**src/rtl/tdm_pkg.sv**
```systemverilog
// ============================================================================
// tdm_pkg - shared types and constants for the tile dedup mapper
// Field widths, register map and the configuration bundle.
// ============================================================================
`default_nettype none

package tdm_pkg;

    localparam int TILE_W          = 64;   // one half of a 16-byte tile
    localparam int MAP_W           = 8;    // tilemap index width
    localparam int FP_W            = 6;    // position within a frame
    localparam int TPF_W           = 7;    // tiles_per_frame register width
    localparam int MAX_FRAME       = 64;   // largest frame size
    localparam int STORE_DEPTH_DEF = 256;  // default tile store depth

    localparam logic [TPF_W-1:0] TPF_RESET = TPF_W'(49);

    // APB register map
    localparam int APB_AW    = 3;
    localparam int APB_DW    = 32;
    localparam int REG_IDX_W = APB_AW - 2;

    localparam logic [REG_IDX_W-1:0] REG_TPF = REG_IDX_W'(0);
    localparam logic [REG_IDX_W-1:0] REG_DUP = REG_IDX_W'(1);

    typedef struct packed {
        logic [TPF_W-1:0] tiles_per_frame;
        logic             duplicate_mode;
    } t_cfg;

endpackage

`default_nettype wire

```
**src/rtl/tdm_regs.sv**
```systemverilog
// ============================================================================
// tdm_regs - APB configuration registers
// tiles_per_frame at byte 0, duplicate_mode at byte 4. No wait states.
// ============================================================================
`default_nettype none

module tdm_regs (
    input  wire logic                         i_clk,
    input  wire logic                         i_rst_n,
    input  wire logic                         psel,
    input  wire logic                         penable,
    input  wire logic                         pwrite,
    input  wire logic [tdm_pkg::APB_AW-1:0]   paddr,
    input  wire logic [tdm_pkg::APB_DW-1:0]   pwdata,
    output logic      [tdm_pkg::APB_DW-1:0]   prdata,
    output logic                              pready,
    output tdm_pkg::t_cfg                     o_cfg
);
    import tdm_pkg::*;

    t_cfg                 r_cfg;
    logic [REG_IDX_W-1:0] reg_idx;
    logic                 wr_strobe;

    assign reg_idx   = paddr[APB_AW-1:2];
    assign pready    = 1'b1;
    assign wr_strobe = psel && penable && pwrite && pready;

    always_ff @(posedge i_clk) begin
        if (!i_rst_n) begin
            r_cfg.tiles_per_frame <= TPF_RESET;
            r_cfg.duplicate_mode  <= 1'b0;
        end else if (wr_strobe) begin
            unique case (reg_idx)
                REG_TPF: r_cfg.tiles_per_frame <= pwdata[TPF_W-1:0];
                REG_DUP: r_cfg.duplicate_mode  <= pwdata[0];
                default: ;
            endcase
        end
    end

    always_comb begin
        unique case (reg_idx)
            REG_TPF: prdata = APB_DW'(r_cfg.tiles_per_frame);
            REG_DUP: prdata = APB_DW'(r_cfg.duplicate_mode);
            default: prdata = '0;
        endcase
    end

    assign o_cfg = r_cfg;

endmodule

`default_nettype wire

```
**config.mk**
```make
export PLATFORM = sky130hd
export DESIGN_NAME = tdm_regs
export DESIGN_NICKNAME = d
export VERILOG_FILES = /design/src/rtl/tdm_pkg.sv /design/src/rtl/tdm_regs.sv
export SDC_FILE = /design/constraint.sdc
export NUM_CORES = 1
export LEC_CHECK = 0
export ABC_CLOCK_PERIOD_IN_PS = 1000
export BUFFER_PORTS_ARGS = -buffer_cell sky130_fd_sc_hd__buf_2
export CAP_MARGIN = 20
export CORE_MARGIN = 2
export CORE_UTILIZATION = 31
export CTS_BUF_LIST = sky130_fd_sc_hd__clkbuf_16
export DETAILED_ROUTE_END_ITERATION = 7
export PLACE_DENSITY = 0.8
export SKIP_LAST_GASP = 1
export SLEW_MARGIN = 30
export SYNTH_ARGS = -nofsm -noshare
export SYNTH_HDL_FRONTEND = slang
export SYNTH_SLANG_ARGS = --single-unit
```
**constraint.sdc**
```tcl
create_clock -name i_clk -period 1 [get_ports i_clk]
set_input_delay 0.3 -clock i_clk [delete_from_list [all_inputs] [get_ports i_clk]]
set_output_delay 0.3 -clock i_clk [all_outputs]
set_load 0.01 [all_outputs]
```
# Word-level counts from Yosys, hierarchy flattened
# Index checks and enable logic that the tools add are counted.
# op_classes
muxes	1
bitwise	1
reduce_logical	4
# op_table
operator	count
$pmux 32 s2	1
$reduce_and 2->1	2
$logic_and 1x1->1	2
$not 1->1	1
# totals
reg_bits	8
inputBits	40
output_inout_bits	41
elab_cells	8

# Logic depth before layout (Yosys ltp)
# logic_depth
depth_word	3
ltp_mapped	3
mapped_depth_nobuf	2

# Least setup slack after synthesis
# No wires, ideal clock.
# synth_timing
path_type	input -> output
start	input paddr[2] (netlist name)
end	output prdata[0] (netlist name)
arrival_ns	0.635
required_time_ns	0.700
path_slack_ns	0.065
stages	1
n_path_buf	0
path_cell_list	mux2_2
# synth_via
elab_chain_cells	2
# synth_rtl
item	line_no	rtl
start, declared	tdm_regs.sv:13	input wire logic [tdm_pkg::APB_AW-1:0] paddr,
$not 1->1	n/a	
$pmux 32 s2 (*)	tdm_regs.sv:43	unique case (reg_idx)
end, declared	tdm_regs.sv:15	output logic [tdm_pkg::APB_DW-1:0] prdata,
# Mark *: on every way between the ends. The rest lies on a longest branch, timed or not. The select of a mux whose other input is x is not followed.

# Worst setup path in the final report
# layout_timing
start	register r_cfg, in the netlist o_cfg[1]
end	output prdata[0] (netlist name)
# layout_via
elab_chain_cells	1
# layout_rtl
item	line_no	rtl
start, declared	tdm_regs.sv:21	t_cfg r_cfg;
$pmux 32 s2	tdm_regs.sv:43	
# Every way passes these cells. The select of a mux whose other input is x is not followed.

==> results by group <==
Placed design
  – Dpl hpwl: 911.9 um
  – # port buffers: 27
  – RePlAce Congestion: 0.6341

Power
  – Power density relative to cell area: 1175 nW/um^2
  – Leakage power: 0.5303 nW
  – Total design power: 1.213 mW
  – Max VDD drop: 1.270 mV

STA
  – Fin Clk Skew: 0 ns
  – Endpoints failing hold: 0
  – Number of max-slew violations in the final report: 0
  – Maximum operating frequency: 0.8096 GHz
  – Setup-failing EPs final: 15
  – Setup total negative slack: -1.747 ns
  – Period utilization: 1.235
  – Unrepaired setup endpoints after global routing: yes
  – Post-layout min period: 1.235 ns
  – Crit path setup slack, layout: -0.2352 ns

Hold path
  – Critical hold path startpoint: pwdata[1]
  – Capture endpoint of the worst hold path: o_cfg[2]
  – Worst hold path cell count: 3
  – Path class of the lowest-slack min-delay path: primary input to flop

Critical path
  – Path depth of the worst reg2reg path: 5
  – Peak fanout along the critical path: 2
  – Kind of start point of the critical path: flop
  – CP Capture Type: output pin
  – Critical Path AT: 0.94 ns
  – Required arrival time at the worst endpoint: 0.70 ns
  – Start of the worst register-to-register path: o_cfg[6]
  – End of the worst register-to-register path: o_cfg[6]
  – Setup CP Type: flop to output pin
  – FF-to-FF setup slack: 0.07 ns

Detailed routing
  – Routed via count divided by cell count: 3.692
  – DRC violation count after routing: 0
  – Met1 Wirelength: 504 um
  – Detailed-route via count: 528
  – Post-DRT Antenna Nets: 0
  – Met2 routed wirelength: 818 um
  – DR iter-0 viols: 2
  – Number of iterations in the first detailed-routing pass: 2
  – Top layer used by detailed routing: met4
  – Wire length per cell: 10.13 um
  – Total wirelength of the detailed-routed design: 1.448 mm
  – Wire length on met3: 103 um

CTS
  – Cts bufs inserted: 3
  – Root Buffer Master: clkbuf_16
  – Number of buffers inserted for hold repair after clock tree synthesis: 0
  – Skew-Pair Late Insertion Delay: 0.23 ns
  – # clock sinks: 8
  – CTS tree: done
  – Deepest level of the CTS H-tree: 1
  – Clock transition at the registers of the reported paths: 0.04 ns
  – Max Root-Sink Buffers: 2

Yosys
  – #FFs+latches synth: 8
  – Number of unique standard cell types used by synthesis: 12
  – Mapped cell area: 614.3 sq um
  – Number of synthesis warnings: 0
  – Post-synthesis instance total: 71
  – Average cell area after synthesis: 8.653 sq um
  – Share of synthesized area occupied by flip-flops and latches: 0.2607

Final layout
  – Share of cells above drive strength 1: 0.5517
  – Commonest non-fill, non-tap cells in the layout: conb_1 (26), buf_6 (23), buf_2 (11), buf_4 (11), nand2_1 (10)
  – Most common cell after layout, fill and taps aside: conb_1
  – Max reg flops: 8
  – Fillers: 171
  – Post-synthesis to final-layout area growth: 68.02%
  – Final Net Count: 158
  – Diodes inserted: 0

Global routing
  – Total Routing Usage GR: 0.1190
  – Pin count of the biggest net entering global routing: 17
  – Vias in the first global route: 475
  – First-pass GRT wire length: 2.118 mm
  – Antenna violations before repair: 0
  – Sum of overflow across all layers after global routing: 0

Floorplan
  – Die ar.: 2354 sq um
  – Starting Density: 0.3197
  – Number of placement rows: 16
  – Die X-Extent: 48.52 um
  – Core area: 1922 sq um
  – Y dimension of the die: 48.52 um
  – Top-Level Pins: 81

Status
  – Violated checks: setup timing
  – Run status: finished, violations left

Run
  – Max cap viols: 0
==> repair_timing <==
| item | in CTS | in global routing |
|---|---|---|
| setup endpoints to repair | 14 | 15 |
| gates resized for setup | 29 | 4 |
| setup buffers | 11 | 5 |
| cloned | 0 | 0 |
==> worst max path at each step <==
stage                  start         to
finish              o_cfg[1]  prdata[0]
global route        o_cfg[1]  prdata[0]
CTS                 o_cfg[1]  prdata[0]
detailed placement  paddr[2]  prdata[0]
global placement    paddr[2]  prdata[0]
floorplan           paddr[2]  prdata[0]
==> where the power goes <==
part           switching, mW  internal, mW
clock                  0.155         0.515
sequential           0.00431         0.329
combinational          0.104         0.104
==> synth_stat cells <==
| master | n | area (sq um) |
|---|---|---|
| buf_4 | 26 | 195.2 |
| nand2_1 | 10 | 37.54 |
| dfxtp_1 | 8 | 160.2 |
| mux2i_1 | 8 | 80.08 |
| and2b_2 | 6 | 52.55 |
| nor2b_1 | 6 | 37.54 |
| conb_1 | 2 | 7.510 |
| and4b_1 | 1 | 10.01 |
| buf_2 | 1 | 5.000 |
| buf_6 | 1 | 11.26 |
| mux2_2 | 1 | 11.26 |
| nand4_1 | 1 | 6.260 |
==> worst max-delay path: stages, from the launching register on <==
cell	delay [ns]
dfxtp_2	0.31
mux2_4	0.27
buf_6	0.12
==> layer usage <==
metal	track usage	vias up
met2	0.2245	32
met5	0	-
met3	0.04630	2
met4	0.05714	0
li1	-	261
met1	0.1113	233
==> stage by stage <==
| step | setup slack [ns] | hold WS (ns) | util | area (sq um) | cells |
|---|---|---|---|---|---|
| floorplan | 0.06495 | 0.4388 | - | 704.4 | 95 |
| global placement | -0.2335 | 0.4489 | 0.3665 | 704.4 | 125 |
| detailed placement | -0.2493 | 0.4651 | 0.3665 | 704.4 | 125 |
| CTS | -0.2352 | 0.3063 | 0.5072 | 974.7 | 138 |
| global route | -0.2504 | 0.3148 | 0.5371 | 1032 | 143 |
| finish | -0.2352 | 0.3125 | 0.5371 | 1032 | 143 |
==> cell type report <==
type	count	area, sq um	area share
clock buffer	3	75.07	0.07273
sequential	8	170.2	0.1648
timing repair buffer	46	416.7	0.4036
multi-input combinational	59	336.6	0.3261
tap	27	33.78	0.03273
==> kinds of logic after synthesis <==
family                 Yosys count  share of synthesized area
multiplexers                     9                     0.1487
buffers and inverters           28                     0.3442
AND/OR/NAND/NOR                 24                     0.2342
other                            2                    0.01222
flip-flops                       8                     0.2607
Power figures use the tool's default switching activity.
